--- config.mk ---
export PLATFORM = sky130hd
export DESIGN_NAME = block_buffer_cache_unit_flat
export DESIGN_NICKNAME = d
export VERILOG_FILES = /design/src/sv/bbc_pkg.sv /design/src/sv/bbc_if.sv /design/src/sv/block_buffer_cache_unit.sv /design/src/sv/bbc_ctrl.sv /design/src/sv/bbc_dp.sv /design/src/flat_wrapper.sv
export SDC_FILE = /design/constraint.sdc
export NUM_CORES = 2
export LEC_CHECK = 0
export BUFFER_PORTS_ARGS = -buffer_cell sky130_fd_sc_hd__buf_4
export CAP_MARGIN = 20
export CORE_UTILIZATION = 60
export DETAILED_ROUTE_END_ITERATION = 10
export GPL_TIMING_DRIVEN = 0
export HOLD_SLACK_MARGIN = 0.12
export PLACE_DENSITY = 0.77
export SKIP_CTS_REPAIR_TIMING = 1
export SLEW_MARGIN = 5
export SYNTH_ARGS = -nofsm -noshare
export SYNTH_HDL_FRONTEND = slang
export SYNTH_HIERARCHICAL = 1
export SYNTH_SLANG_ARGS = --single-unit
--- constraint.sdc ---
create_clock -name clk_i -period 11.45 [get_ports clk_i]
set_input_delay 0.5725 -clock clk_i [delete_from_list [all_inputs] [get_ports clk_i]]
set_output_delay 0.5725 -clock clk_i [all_outputs]
set_load 0.01 [all_outputs]
--- src/sv/bbc_pkg.sv ---
// Shared types and codes of the block buffer cache.
`default_nettype none
package bbc_pkg;
  localparam int unsigned FuncW = 3;
  localparam int unsigned DevW = 8;
  localparam int unsigned BlockW = 32;
  localparam int unsigned SlotW = 4;
  localparam int unsigned StatusW = 3;
  localparam int unsigned ReqW = 2;
  localparam int unsigned SectorW = 33;
  localparam int unsigned RefW = 8;

  localparam logic [FuncW-1:0] FN_GET = 3'd0;
  localparam logic [FuncW-1:0] FN_READ = 3'd1;
  localparam logic [FuncW-1:0] FN_WRITE = 3'd2;
  localparam logic [FuncW-1:0] FN_RELEASE = 3'd3;
  localparam logic [FuncW-1:0] FN_DIRTY = 3'd4;

  localparam logic [StatusW-1:0] ST_HIT = 3'd0;
  localparam logic [StatusW-1:0] ST_NEW = 3'd1;
  localparam logic [StatusW-1:0] ST_NONE_FREE = 3'd2;
  localparam logic [StatusW-1:0] ST_DONE = 3'd3;
  localparam logic [StatusW-1:0] ST_ERROR = 3'd4;

  localparam logic [ReqW-1:0] RQ_NONE = 2'd0;
  localparam logic [ReqW-1:0] RQ_READ = 2'd1;
  localparam logic [ReqW-1:0] RQ_WRITE = 2'd2;

  typedef struct packed {
    logic [FuncW-1:0] func;
    logic [DevW-1:0] dev;
    logic [BlockW-1:0] block;
    logic [SlotW-1:0] slot;
  } req_t;

  typedef struct packed {
    logic [StatusW-1:0] status;
    logic [SlotW-1:0] slot_out;
    logic [ReqW-1:0] request;
    logic [DevW-1:0] req_dev;
    logic [SectorW-1:0] req_sector;
    logic [RefW-1:0] ref_count;
    logic buffer_freed;
  } rsp_t;

  // Controller to datapath commands.
  typedef struct packed {
    logic load;     // capture the request
    logic search;   // one tag or free-order compare step
    logic shift;    // one free-order compaction step
    logic finish;   // apply the update and build the result
  } cmd_t;

  // Datapath to controller status.
  typedef struct packed {
    logic search_done;
    logic shift_done;
    logic need_shift;
  } sts_t;
endpackage
`default_nettype wire

--- src/sv/bbc_if.sv ---
// Valid/ready channel interfaces for requests and results.
`default_nettype none
interface bbc_req_if;
  logic valid;
  logic ready;
  bbc_pkg::req_t data;
  modport source(output valid, output data, input ready);
  modport sink(input valid, input data, output ready);
endinterface

interface bbc_rsp_if;
  logic valid;
  logic ready;
  bbc_pkg::rsp_t data;
  modport source(output valid, output data, input ready);
  modport sink(input valid, input data, output ready);
endinterface
`default_nettype wire

--- src/sv/block_buffer_cache_unit.sv ---
// Top level of the block buffer cache: controller plus datapath.
//  channel  | dir | fields
//  req      | in  | func, dev, block, slot
//  rsp      | out | status, slot_out, request, req_dev, req_sector, ref_count, buffer_freed
// A request's time grows with each slot compared in the tag search and, on a hit, with each
// free-order entry scanned; the sequential tag and free-order walk sets this.
// Reset clears valid, dirty, count and allocation state at once; no clearing pass.
// A finished result waits in the output register; a new request is taken while it
// waits only once the controller is idle and the result register can be refilled.
`default_nettype none
module block_buffer_cache_unit #(
  parameter int unsigned NUM_BUFFERS = 16,
  parameter int unsigned SECTORS_PER_BLOCK = 2
) (
  input wire logic clk_i,
  input wire logic rst_ni,
  bbc_req_if.sink req_i,
  bbc_rsp_if.source rsp_o
);
  import bbc_pkg::*;

  cmd_t cmd;
  sts_t sts;

  bbc_ctrl u_ctrl (
    .clk_i(clk_i), .rst_ni(rst_ni),
    .in_valid_i(req_i.valid), .in_ready_o(req_i.ready),
    .out_valid_o(rsp_o.valid), .out_ready_i(rsp_o.ready),
    .cmd_o(cmd), .sts_i(sts)
  );

  bbc_dp #(.NUM_BUFFERS(NUM_BUFFERS), .SECTORS_PER_BLOCK(SECTORS_PER_BLOCK)) u_dp (
    .clk_i(clk_i), .rst_ni(rst_ni),
    .req_i(req_i.data), .cmd_i(cmd), .sts_o(sts), .rsp_o(rsp_o.data)
  );
endmodule
`default_nettype wire

--- src/sv/bbc_ctrl.sv ---
// Controller state machine of the block buffer cache.
`default_nettype none
module bbc_ctrl (
  input  wire logic clk_i,
  input  wire logic rst_ni,
  input  wire logic in_valid_i,
  output logic in_ready_o,
  output logic out_valid_o,
  input  wire logic out_ready_i,
  output bbc_pkg::cmd_t cmd_o,
  input  wire bbc_pkg::sts_t sts_i
);
  import bbc_pkg::*;

  typedef enum logic [3:0] {
    S_IDLE = 4'b0001,
    S_SRCH = 4'b0010,
    S_SHFT = 4'b0100,
    S_DONE = 4'b1000
  } state_e;

  state_e state_q, state_d;
  logic out_valid_q, out_valid_d;

  assign in_ready_o = (state_q == S_IDLE) && (!out_valid_q || out_ready_i);
  assign out_valid_o = out_valid_q;

  always_comb begin
    state_d = state_q;
    out_valid_d = out_valid_q && !out_ready_i;
    cmd_o = '0;
    case (state_q)
      S_IDLE: begin
        if (in_valid_i && in_ready_o) begin
          cmd_o.load = 1'b1;
          state_d = S_SRCH;
        end
      end
      S_SRCH: begin
        cmd_o.search = 1'b1;
        if (sts_i.search_done) state_d = S_SHFT;
      end
      S_SHFT: begin
        if (sts_i.need_shift && !sts_i.shift_done) begin
          cmd_o.shift = 1'b1;
        end else begin
          state_d = S_DONE;
        end
      end
      S_DONE: begin
        cmd_o.finish = 1'b1;
        out_valid_d = 1'b1;
        state_d = S_IDLE;
      end
      default: state_d = S_IDLE;
    endcase
  end

  always_ff @(posedge clk_i or negedge rst_ni) begin
    if (!rst_ni) begin
      state_q <= S_IDLE;
      out_valid_q <= 1'b0;
    end else begin
      state_q <= state_d;
      out_valid_q <= out_valid_d;
    end
  end
endmodule
`default_nettype wire

--- src/sv/bbc_dp.sv ---
// Datapath of the block buffer cache: slot state, tag search and free order.
`default_nettype none
module bbc_dp #(
  parameter int unsigned NUM_BUFFERS = 16,
  parameter int unsigned SECTORS_PER_BLOCK = 2
) (
  input  wire logic clk_i,
  input  wire logic rst_ni,
  input  wire bbc_pkg::req_t req_i,
  input  wire bbc_pkg::cmd_t cmd_i,
  output bbc_pkg::sts_t sts_o,
  output bbc_pkg::rsp_t rsp_o
);
  import bbc_pkg::*;

  localparam int unsigned IdxW = (NUM_BUFFERS > 1) ? $clog2(NUM_BUFFERS) : 1;
  localparam int unsigned CntW = $clog2(NUM_BUFFERS + 1);

  logic [DevW-1:0] tag_dev_q [NUM_BUFFERS];
  logic [BlockW-1:0] tag_blk_q [NUM_BUFFERS];
  logic [IdxW-1:0] free_q [NUM_BUFFERS];
  logic [NUM_BUFFERS-1:0] valid_q, dirty_q;
  logic [RefW-1:0] refs_q [NUM_BUFFERS];
  logic [CntW-1:0] alloc_q, flen_q;

  req_t req_q;
  logic [CntW-1:0] ptr_q;        // search index, then free-order index
  logic hit_q;
  logic [IdxW-1:0] hslot_q;      // hit slot
  logic fpos_found_q;            // hit slot located in free order
  logic [IdxW-1:0] fpos_q;
  logic phase_q;                 // 0: tag search, 1: free-order search
  rsp_t rsp_q, rsp_d;

  logic is_lookup;
  logic [IdxW-1:0] ptr_idx;
  assign is_lookup = (req_q.func == FN_GET) || (req_q.func == FN_READ);
  assign ptr_idx = ptr_q[IdxW-1:0];

  // The search walks slots for a tag hit, then the free order for the hit slot.
  assign sts_o.search_done = phase_q ? (ptr_q >= flen_q || fpos_found_q)
                                     : (!is_lookup || hit_q || ptr_q >= alloc_q);
  assign sts_o.need_shift = 1'b0;
  assign sts_o.shift_done = 1'b1;
  assign rsp_o = rsp_q;

  // Lookup decision.
  logic [IdxW-1:0] sel;
  logic [SlotW-1:0] s_in;
  logic s_ok;
  logic [IdxW-1:0] s_idx;
  logic [SectorW-1:0] sec;
  logic [SectorW-1:0] wsec;

  assign s_in = req_q.slot;
  assign s_ok = ({{(32-SlotW){1'b0}}, s_in} < 32'(alloc_q)) &&
                ({{(32-SlotW){1'b0}}, s_in} < NUM_BUFFERS);
  assign s_idx = IdxW'(s_in);
  assign sel = (alloc_q < CntW'(NUM_BUFFERS)) ? IdxW'(alloc_q) : free_q[0];

  always_comb begin
    sec = SectorW'(SectorW'(req_q.block) * SectorW'(SECTORS_PER_BLOCK));
    wsec = SectorW'(SectorW'(tag_blk_q[s_idx]) * SectorW'(SECTORS_PER_BLOCK));
  end

  always_ff @(posedge clk_i or negedge rst_ni) begin
    if (!rst_ni) begin
      valid_q <= '0;
      dirty_q <= '0;
      alloc_q <= '0;
      flen_q <= '0;
      for (int i = 0; i < NUM_BUFFERS; i++) refs_q[i] <= '0;
    end else if (cmd_i.finish) begin
      if (is_lookup) begin
        if (hit_q) begin
          if (refs_q[hslot_q] != '1) begin
            refs_q[hslot_q] <= refs_q[hslot_q] + 1'b1;
            if (fpos_found_q) begin
              for (int k = 0; k < NUM_BUFFERS; k++)
                if (k >= fpos_q && k + 1 < NUM_BUFFERS) free_q[k] <= free_q[k+1];
              flen_q <= flen_q - 1'b1;
            end
            if (req_q.func == FN_READ && !valid_q[hslot_q]) begin
              valid_q[hslot_q] <= 1'b1;
              dirty_q[hslot_q] <= 1'b0;
            end
          end
        end else if (alloc_q < CntW'(NUM_BUFFERS) || flen_q != '0) begin
          if (alloc_q < CntW'(NUM_BUFFERS)) begin
            alloc_q <= alloc_q + 1'b1;
          end else begin
            for (int k = 0; k + 1 < NUM_BUFFERS; k++) free_q[k] <= free_q[k+1];
            flen_q <= flen_q - 1'b1;
          end
          tag_dev_q[sel] <= req_q.dev;
          tag_blk_q[sel] <= req_q.block;
          refs_q[sel] <= RefW'(1);
          valid_q[sel] <= (req_q.func == FN_READ);
          dirty_q[sel] <= 1'b0;
        end
      end else if (req_q.func <= FN_DIRTY && s_ok) begin
        if (req_q.func == FN_DIRTY) begin
          if (refs_q[s_idx] != '0) dirty_q[s_idx] <= 1'b1;
        end else if (!(req_q.func == FN_RELEASE && refs_q[s_idx] == '0)) begin
          if (dirty_q[s_idx]) begin
            dirty_q[s_idx] <= 1'b0;
            valid_q[s_idx] <= 1'b1;
          end
          if (req_q.func == FN_RELEASE) begin
            refs_q[s_idx] <= refs_q[s_idx] - 1'b1;
            if (refs_q[s_idx] == RefW'(1) && flen_q < CntW'(NUM_BUFFERS)) begin
              free_q[flen_q[IdxW-1:0]] <= s_idx;
              flen_q <= flen_q + 1'b1;
            end
          end
        end
      end
    end
  end

  // Search sequencing and result register.
  always_ff @(posedge clk_i or negedge rst_ni) begin
    if (!rst_ni) begin
      ptr_q <= '0;
      hit_q <= 1'b0;
      phase_q <= 1'b0;
      fpos_found_q <= 1'b0;
    end else if (cmd_i.load) begin
      ptr_q <= '0;
      hit_q <= 1'b0;
      phase_q <= 1'b0;
      fpos_found_q <= 1'b0;
    end else if (cmd_i.search) begin
      if (!phase_q) begin
        if (is_lookup && !hit_q && ptr_q < alloc_q &&
            tag_dev_q[ptr_idx] == req_q.dev && tag_blk_q[ptr_idx] == req_q.block) begin
          hit_q <= 1'b1;
          hslot_q <= ptr_idx;
          ptr_q <= '0;
          phase_q <= 1'b1;
        end else begin
          ptr_q <= ptr_q + 1'b1;
        end
      end else if (ptr_q < flen_q && !fpos_found_q) begin
        if (free_q[ptr_idx] == hslot_q) begin
          fpos_found_q <= 1'b1;
          fpos_q <= ptr_idx;
        end else begin
          ptr_q <= ptr_q + 1'b1;
        end
      end
    end
  end

  always_comb begin
    rsp_d = '0;
    if (is_lookup) begin
      if (hit_q) begin
        rsp_d.slot_out = SlotW'(hslot_q);
        if (refs_q[hslot_q] == '1) begin
          rsp_d.status = ST_ERROR;
          rsp_d.ref_count = '1;
        end else begin
          rsp_d.status = ST_HIT;
          rsp_d.ref_count = refs_q[hslot_q] + 1'b1;
          if (req_q.func == FN_READ && !valid_q[hslot_q]) begin
            rsp_d.request = RQ_READ;
            rsp_d.req_dev = tag_dev_q[hslot_q];
            rsp_d.req_sector = SectorW'(SectorW'(tag_blk_q[hslot_q]) *
                                        SectorW'(SECTORS_PER_BLOCK));
          end
        end
      end else if (alloc_q < CntW'(NUM_BUFFERS) || flen_q != '0) begin
        rsp_d.status = ST_NEW;
        rsp_d.slot_out = SlotW'(sel);
        rsp_d.ref_count = RefW'(1);
        if (req_q.func == FN_READ) begin
          rsp_d.request = RQ_READ;
          rsp_d.req_dev = req_q.dev;
          rsp_d.req_sector = sec;
        end
      end else begin
        rsp_d.status = ST_NONE_FREE;
      end
    end else if (req_q.func > FN_DIRTY) begin
      rsp_d.status = ST_ERROR;
    end else if (!s_ok) begin
      rsp_d.status = ST_ERROR;
      rsp_d.slot_out = s_in;
    end else begin
      rsp_d.slot_out = s_in;
      if (req_q.func == FN_DIRTY) begin
        if (refs_q[s_idx] == '0) rsp_d.status = ST_ERROR;
        else begin
          rsp_d.status = ST_DONE;
          rsp_d.ref_count = refs_q[s_idx];
        end
      end else if (req_q.func == FN_RELEASE && refs_q[s_idx] == '0) begin
        rsp_d.status = ST_ERROR;
      end else begin
        rsp_d.status = ST_DONE;
        if (dirty_q[s_idx]) begin
          rsp_d.request = RQ_WRITE;
          rsp_d.req_dev = tag_dev_q[s_idx];
          rsp_d.req_sector = wsec;
        end
        if (req_q.func == FN_RELEASE) begin
          rsp_d.ref_count = refs_q[s_idx] - 1'b1;
          rsp_d.buffer_freed = (refs_q[s_idx] == RefW'(1)) &&
                               (flen_q < CntW'(NUM_BUFFERS));
        end else begin
          rsp_d.ref_count = refs_q[s_idx];
        end
      end
    end
  end

  always_ff @(posedge clk_i) begin
    if (cmd_i.load) req_q <= req_i;
    if (cmd_i.finish) rsp_q <= rsp_d;
  end
endmodule
`default_nettype wire

--- src/flat_wrapper.sv ---
// flat-port wrapper written by rule: the top's interface ports become plain ports
module block_buffer_cache_unit_flat import bbc_pkg::*;
#(
  parameter int unsigned NUM_BUFFERS = 16,
  parameter int unsigned SECTORS_PER_BLOCK = 2
)
  (clk_i, rst_ni, req_i_valid, req_i_data, req_i_ready, rsp_o_valid, rsp_o_data, rsp_o_ready);
  bbc_req_if req_i_i ();
  bbc_rsp_if rsp_o_i ();
  input wire logic clk_i;
  input wire logic rst_ni;
  input wire logic [$bits(req_i_i.valid)-1:0] req_i_valid;
  input wire logic [$bits(req_i_i.data)-1:0] req_i_data;
  output wire logic [$bits(req_i_i.ready)-1:0] req_i_ready;
  output wire logic [$bits(rsp_o_i.valid)-1:0] rsp_o_valid;
  output wire logic [$bits(rsp_o_i.data)-1:0] rsp_o_data;
  input wire logic [$bits(rsp_o_i.ready)-1:0] rsp_o_ready;
  assign req_i_i.valid = req_i_valid;
  assign req_i_i.data = req_i_data;
  assign req_i_ready = req_i_i.ready;
  assign rsp_o_valid = rsp_o_i.valid;
  assign rsp_o_data = rsp_o_i.data;
  assign rsp_o_i.ready = rsp_o_ready;
  block_buffer_cache_unit #(.NUM_BUFFERS(NUM_BUFFERS), .SECTORS_PER_BLOCK(SECTORS_PER_BLOCK)) u_core (.clk_i(clk_i), .rst_ni(rst_ni), .req_i(req_i_i), .rsp_o(rsp_o_i));
endmodule
---- Word level (Yosys, flattened, before mapping) ----
Memories as Yosys holds them, arrays and structs flattened. A register that Yosys moved wholly into a read port is not among the register bits.
Index checks and enable logic that the tools add are counted.
word-level totals
  register bits after elaboration ......... 297
  logic and storage cells ................. 483
  input port bits ......................... 51
  memory bits (writable) .................. 704
  memories ................................ 3
  output and inout port bits .............. 61
cells by class
  magnitude comparators ................... 36
  bitwise gates (word level) .............. 35
  $add $sub $neg .......................... 6
  reduce and logical (&&, ||, !) cells .... 75
  equality and inequality tests ........... 27
  mux-type cells .......................... 262
memory list
  name                   depth  bits a word  read ports  clocked after Yosys merged registers in  write ports  line          text
  u_core.u_dp.tag_blk_q  16     32           3           2                                        1            bbc_dp.sv:20  logic [BlockW-1:0] tag_blk_q [NUM_BUFFERS];
  u_core.u_dp.tag_dev_q  16     8            3           2                                        1            bbc_dp.sv:19  logic [DevW-1:0] tag_dev_q [NUM_BUFFERS];
  u_core.u_dp.free_q     16     4            17          0                                        15           bbc_dp.sv:21  logic [IdxW-1:0] free_q [NUM_BUFFERS];
operator list
  cell                                        count
  two-way mux 128 bit                         8
  two-way mux 16 bit                          19
  bitwise mux 128 bit                         2
  two-way mux 1 bit                           151
  two-way mux 43 bit                          3
  two-way mux 58 bit                          2
  AND 112 bit                                 1
  NOT 112 bit                                 1
  two-way mux 52 bit                          2
  demux 8 bit (select 4 bit)                  3
  two-way mux 4 bit                           24
  two-way mux 8 bit                           11
  two-way mux 5 bit                           17
  two-way mux 42 bit                          2
  binary-select mux 8 bit (select 4 bit)      2
  OR 16 bit                                   4
  two-way mux 56 bit                          1
  two-way mux 55 bit                          1
  AND 16 bit                                  3
  NOT 16 bit                                  3
  logical AND 1 bit                           36
  == test 32 bit                              1
  >= comparator 4 bit (first input constant)  7
  nonzero test 2 bit                          9
  other kinds (61)                            128

---- Longest topological paths before layout ----
  word-level depth ........................ 17
  gate-level depth with buffers ........... 17
  depth with buffers taken out ............ 11

---- Hierarchy ----
The synthesis kept the hierarchy.
by module, submodules not included
  module    seq. area each (sq um)  area each (sq um)  cells an instance  times used
  bbc_dp    29148.0                 56835.8            3885               1
  bbc_ctrl  126.4                   265.3              25                 1

---- Worst setup path after synthesis ----
Ideal clock, no wire load.
  path type ............................... reg2reg
  start ................................... reg u_core.u_ctrl.state_q[1]
  end ..................................... mem u_core.u_dp.tag_blk_q[8][0] (enable)
  stages on the path, launching flop included .. 4
  slack ................................... 3.164 ns
  data required time ...................... 10.963 ns
  arrival time ............................ 7.799 ns
  cells stage by stage .................... dfrtp_1 -> nor4b_2 -> nand3_1 -> nor3_1
RTL lines
  item                      line            text
  start: declaration        bbc_ctrl.sv:22  state_e state_q, state_d;
  start signal: assignment  bbc_ctrl.sv:64  state_q <= state_d;
  end: declaration          bbc_dp.sv:20

---- Worst setup path after layout ----
  start ................................... reg u_core.u_dp.ptr_q[2]
  end ..................................... reg u_core.u_dp.hslot_q[0] (enable)
between the ends
  cells in the longest elaborated chain, start to end .. 5
  elaborated cells between the ends (all ways) .. 9
  classes of those cells .................. 1 x order compare; 2 x eq/ne; 4 x reduce/logical; 2 x memory
RTL lines
  item                                                               line                          text
  start: declaration                                                 bbc_dp.sv:27                  logic [CntW-1:0] ptr_q;
  start signal: assignment                                           bbc_dp.sv:142                 ptr_q <= ptr_q + 1'b1;
  start signal: assignment                                           bbc_dp.sv:149                 ptr_q <= ptr_q + 1'b1;
  memory (16 x 8 bit) or less-than comparator 5 bit (tied branches)  n/a
  == test 8 bit or logical AND 1 bit (tied branches)                 bbc_dp.sv:136, bbc_dp.sv:135
  logical AND 1 bit                                                  bbc_dp.sv:135                 if (is_lookup && !hit_q && ptr_q < alloc_q &&
  logical AND 1 bit *                                                bbc_dp.sv:136                 tag_dev_q[ptr_idx] == req_q.dev && tag_blk_q[ptr_idx] == req_q.block) begin
  AND reduction 5 bit (no line) *                                    n/a
  end signal: assignment                                             bbc_dp.sv:138                 hslot_q <= ptr_idx;
  end: declaration                                                   bbc_dp.sv:29                  logic [IdxW-1:0] hslot_q;
Every way passes the cells marked *; elsewhere a longest branch is shown, timed or not.
A chain may end at the register's enable or synchronous reset.

==> results.tsv <==
stage	metric	value	unit
pwr	ir_drop	177	uV
sta	hold_slack	0.0997	ns
outcome	outcome	completed	
layout	nNetsFinal	4357	
setup_path	crit_buf_inv	3	
pwr	p_sw_frac	0.330	
cts	cts.sinks	1008	
setup_path	r2r-end	u_core/u_dp/hslot_q[0]	
setup_path	slowest_delay	1.01	ns
pwr	p_int	0.00746	W
setup_path	crit_top_cell	buf_2	
min_path	min_from	rsp_o_ready	
route	wl_per_cell	44.5	um
sta	rsz0062_at_grt	false	
sta	fin_crit	7.11	ns
floorplan	die_w	310	um
route	firstDrtPassIters	11	
run	drv_cap	0	
setup_path	critPathArrivalTime	7.45	ns
setup_path	cp_num_cells	11	
pwr	p_seq_frac	0.395	
setup_path	cp_cell_sequence	buf_2 -> buf_2 -> buf_2 -> mux4_2 -> mux2i_1 -> nor2_1 -> a21oi_1 -> a2bb2oi_1 -> a2111oi_2 -> nand4_1 -> nor4b_1	
floorplan	dieArea	96400	um2
sta	hold_viol	0	
sta	worstMarginPinSlew	1.42	ns
global_routing	antenna_found_initial	5	
floorplan	num_rows	112	
route	drtIter0Drc	9193	
cts	cts_tree	done	
global_routing	grt_util_all_layers	0.520	
synthesis	netlist_area	57100	um2
layout	postLayoutCellArea	65500	um2
cts	cts_max_level	3	
cts	clockBufferDepth	3	
min_path	hold_depth	3	
route	vias_per_cell	8.25	
pwr	power	0.0111	W
setup_path	ff2ff_path_depth	11	
synthesis	yosys_warnings	6	
floorplan	initial_core_util	0.609	
pwr	powerDensity	170	nW/um2
floorplan	io_pins	112	
setup_path	reg2reg_slack	4.34	ns
route	route.vias.total	46400	
synthesis	synthCells	3909	
sta	skew	0.0528	ns
route	drc	0	
setup_path	cp.required	11.79	ns
sta	max_freq	0.141	GHz
pwr	p_leak	21.8	nW
setup_path	critPathMaxFanout	10	
setup_path	crit-reg2reg-launch	u_core/u_dp/ptr_q[2]	
setup_path	crit_family	buffers and inverters	
placed_design	dp.cells	5373	
sta	totalNegativeSetupSlack	0	ns
cts	cts_made_buffers	107	
setup_path	crit_path_start_kind	flip-flop	
sta	slew_violations	0	
placed_design	io_buffers	110	
route	finalWirelength	251	mm
setup_path	end_kind	flip-flop	
floorplan	die_height	310	um
layout	drive_above_1_share	0.284	
layout	area_delta_synth_final	14.8	%
pwr	power_frac_comb	0.268	
sta	finalCritPeriodShare	0.621	
min_path	worstHoldPathType	input pin to flip-flop	
cts	clk_pin_slew_worst_paths	0.06	ns
sta	setup_violations	0	
placed_design	post_dp_cell_area	61200	um2
global_routing	grt_pass1_vias	43800	
cts	cts_root_buf	clkbuf_16	
synthesis	syn_area_per_cell	14.6	um2
global_routing	overflow	0	
sta	relSlewSlack	0.0527	
pwr	pwr-share-clk	0.337	
placed_design	dpl.hpwl	176	mm
pwr	power.switching	0.00367	W
floorplan	core	93700	um2
layout	layout.cells.non_filler	5632	
global_routing	grt_max_degree	75	
min_path	whs_endpoint	u_core/u_ctrl/out_valid_o	
setup_path	cp_slowest_cell	nor4b_1	
route	drtAntennaViolNets	0	
placed_design	gp_congestion	1.04	
cts	clock_latency	0.76	ns
global_routing	grt_pass1_wl	339	mm
setup_path	worst-setup-path-type	flip-flop to flip-flop	
[metrics by stage]
stage | util | worst slack [ns]
global route | 0.699 | 4.63
global placement | 0.635 | -6.53
detailed placement | 0.653 | 5.09
floorplan | - | 3.16
finish | 0.699 | 4.34
CTS | 0.693 | 5.05
[worst register-to-register path, cell delays in order, from the launching register on]
cell and delay (ns):
dfrtp_1 0.73, buf_2 0.69, buf_2 0.68, buf_2 0.63, mux4_2 0.40, mux2i_1 0.81, nor2_1 0.16, a21oi_1 0.17
a2bb2oi_1 0.11, a2111oi_2 0.69, nand4_1 0.64, nor4b_1 1.01
[worst max-delay path by stage]
stage                                  start                           end  slack, ns
CTS                   u_core/u_dp/hslot_q[1]       u_core/u_dp/refs_q[114]       5.05
finish                  u_core/u_dp/ptr_q[2]        u_core/u_dp/hslot_q[0]       4.34
floorplan           u_core/u_ctrl/state_q[1]   u_core/u_dp/tag_blk_q[8][0]       3.16
detailed placement    u_core/u_dp/hslot_q[1]       u_core/u_dp/refs_q[114]       5.09
global route            u_core/u_dp/ptr_q[2]        u_core/u_dp/hslot_q[0]       4.63
global placement    u_core/u_ctrl/state_q[3]  u_core/u_dp/tag_blk_q[7][21]      -6.53
[per-layer routing]
| metal | routed length (um) | share of wire | vias up | GRT usage |
|---|---|---|---|---|
| met4 | 25100 | 0.10 | 12 | 0.404 |
| li1 | - | - | 16800 | - |
| met1 | 76800 | 0.31 | 22900 | 0.624 |
| met2 | 106000 | 0.42 | 5258 | 0.739 |
| met5 | 117 | 0.00047 | - | 0.00354 |
| met3 | 42200 | 0.17 | 1496 | 0.226 |
[cell usage in the layout (no fill, tap or decap), drive strengths merged, types with 26 or more instances in the layout]
cell type,count
buf,339
mux2i,94
o2111ai,28
edfxtp,817
dlygate4sd3,48
inv,38
nand2,429
nor2,191
a22oi,121
a21oi,114
o22ai,28
nor3,36
nand3,45
nor2b,29
xnor2,31
a2bb2oi,26
o22a,37
o21ai,261
clkinv,42
clkbuf,315
mux2,102
dfrtp,182
mux4,627
[power groups by stage]
stage / Sequential (W) / Combinational [W] / Clock, W
3_5_place_dp: 0.00445 / 0.00274 / 0
4_1_cts: 0.00438 / 0.00277 / 0.00373
3_3_place_gp: 0.00444 / 0.00262 / 0
6_report: 0.00440 / 0.00298 / 0.00375
2_1_floorplan: 0.00434 / 0.00166 / 0
5_1_grt: 0.00439 / 0.00295 / 0.00385
[registers in the layout, indices dropped and copies added, names as in the netlist, named ones only]
signal	cells
u_core/u_dp/fpos_found_q	1
u_core/u_dp/free_q	64
u_core/u_dp/req_q	43
u_core/u_dp/hit_q	1
u_core/u_dp/valid_q	16
u_core/u_ctrl/state_q	4
u_core/u_dp/ptr_q	5
u_core/u_dp/alloc_q	5
u_core/u_dp/fpos_q	4
u_core/u_dp/tag_dev_q	128
u_core/u_dp/rsp_o	58
u_core/u_dp/phase_q	1
u_core/u_dp/flen_q	5
u_core/u_dp/tag_blk_q	512
u_core/u_dp/refs_q	128
u_core/u_dp/hslot_q	4
u_core/u_ctrl/out_valid_o	1
u_core/u_dp/s_idx	4
[final cells by class]
type	count	area, um2
Antenna cell	8	20.0
Buffer	309	1530
Clock buffer	130	2870
Clock inverter	66	846
Fill cell	6030	28200
Inverter	39	146
Multi-Input combinational cell	2554	26300
Sequential cell	1008	29300
Tap cell	1254	1570
Timing Repair Buffer	264	2980
(Power assumes the default switching activity.)
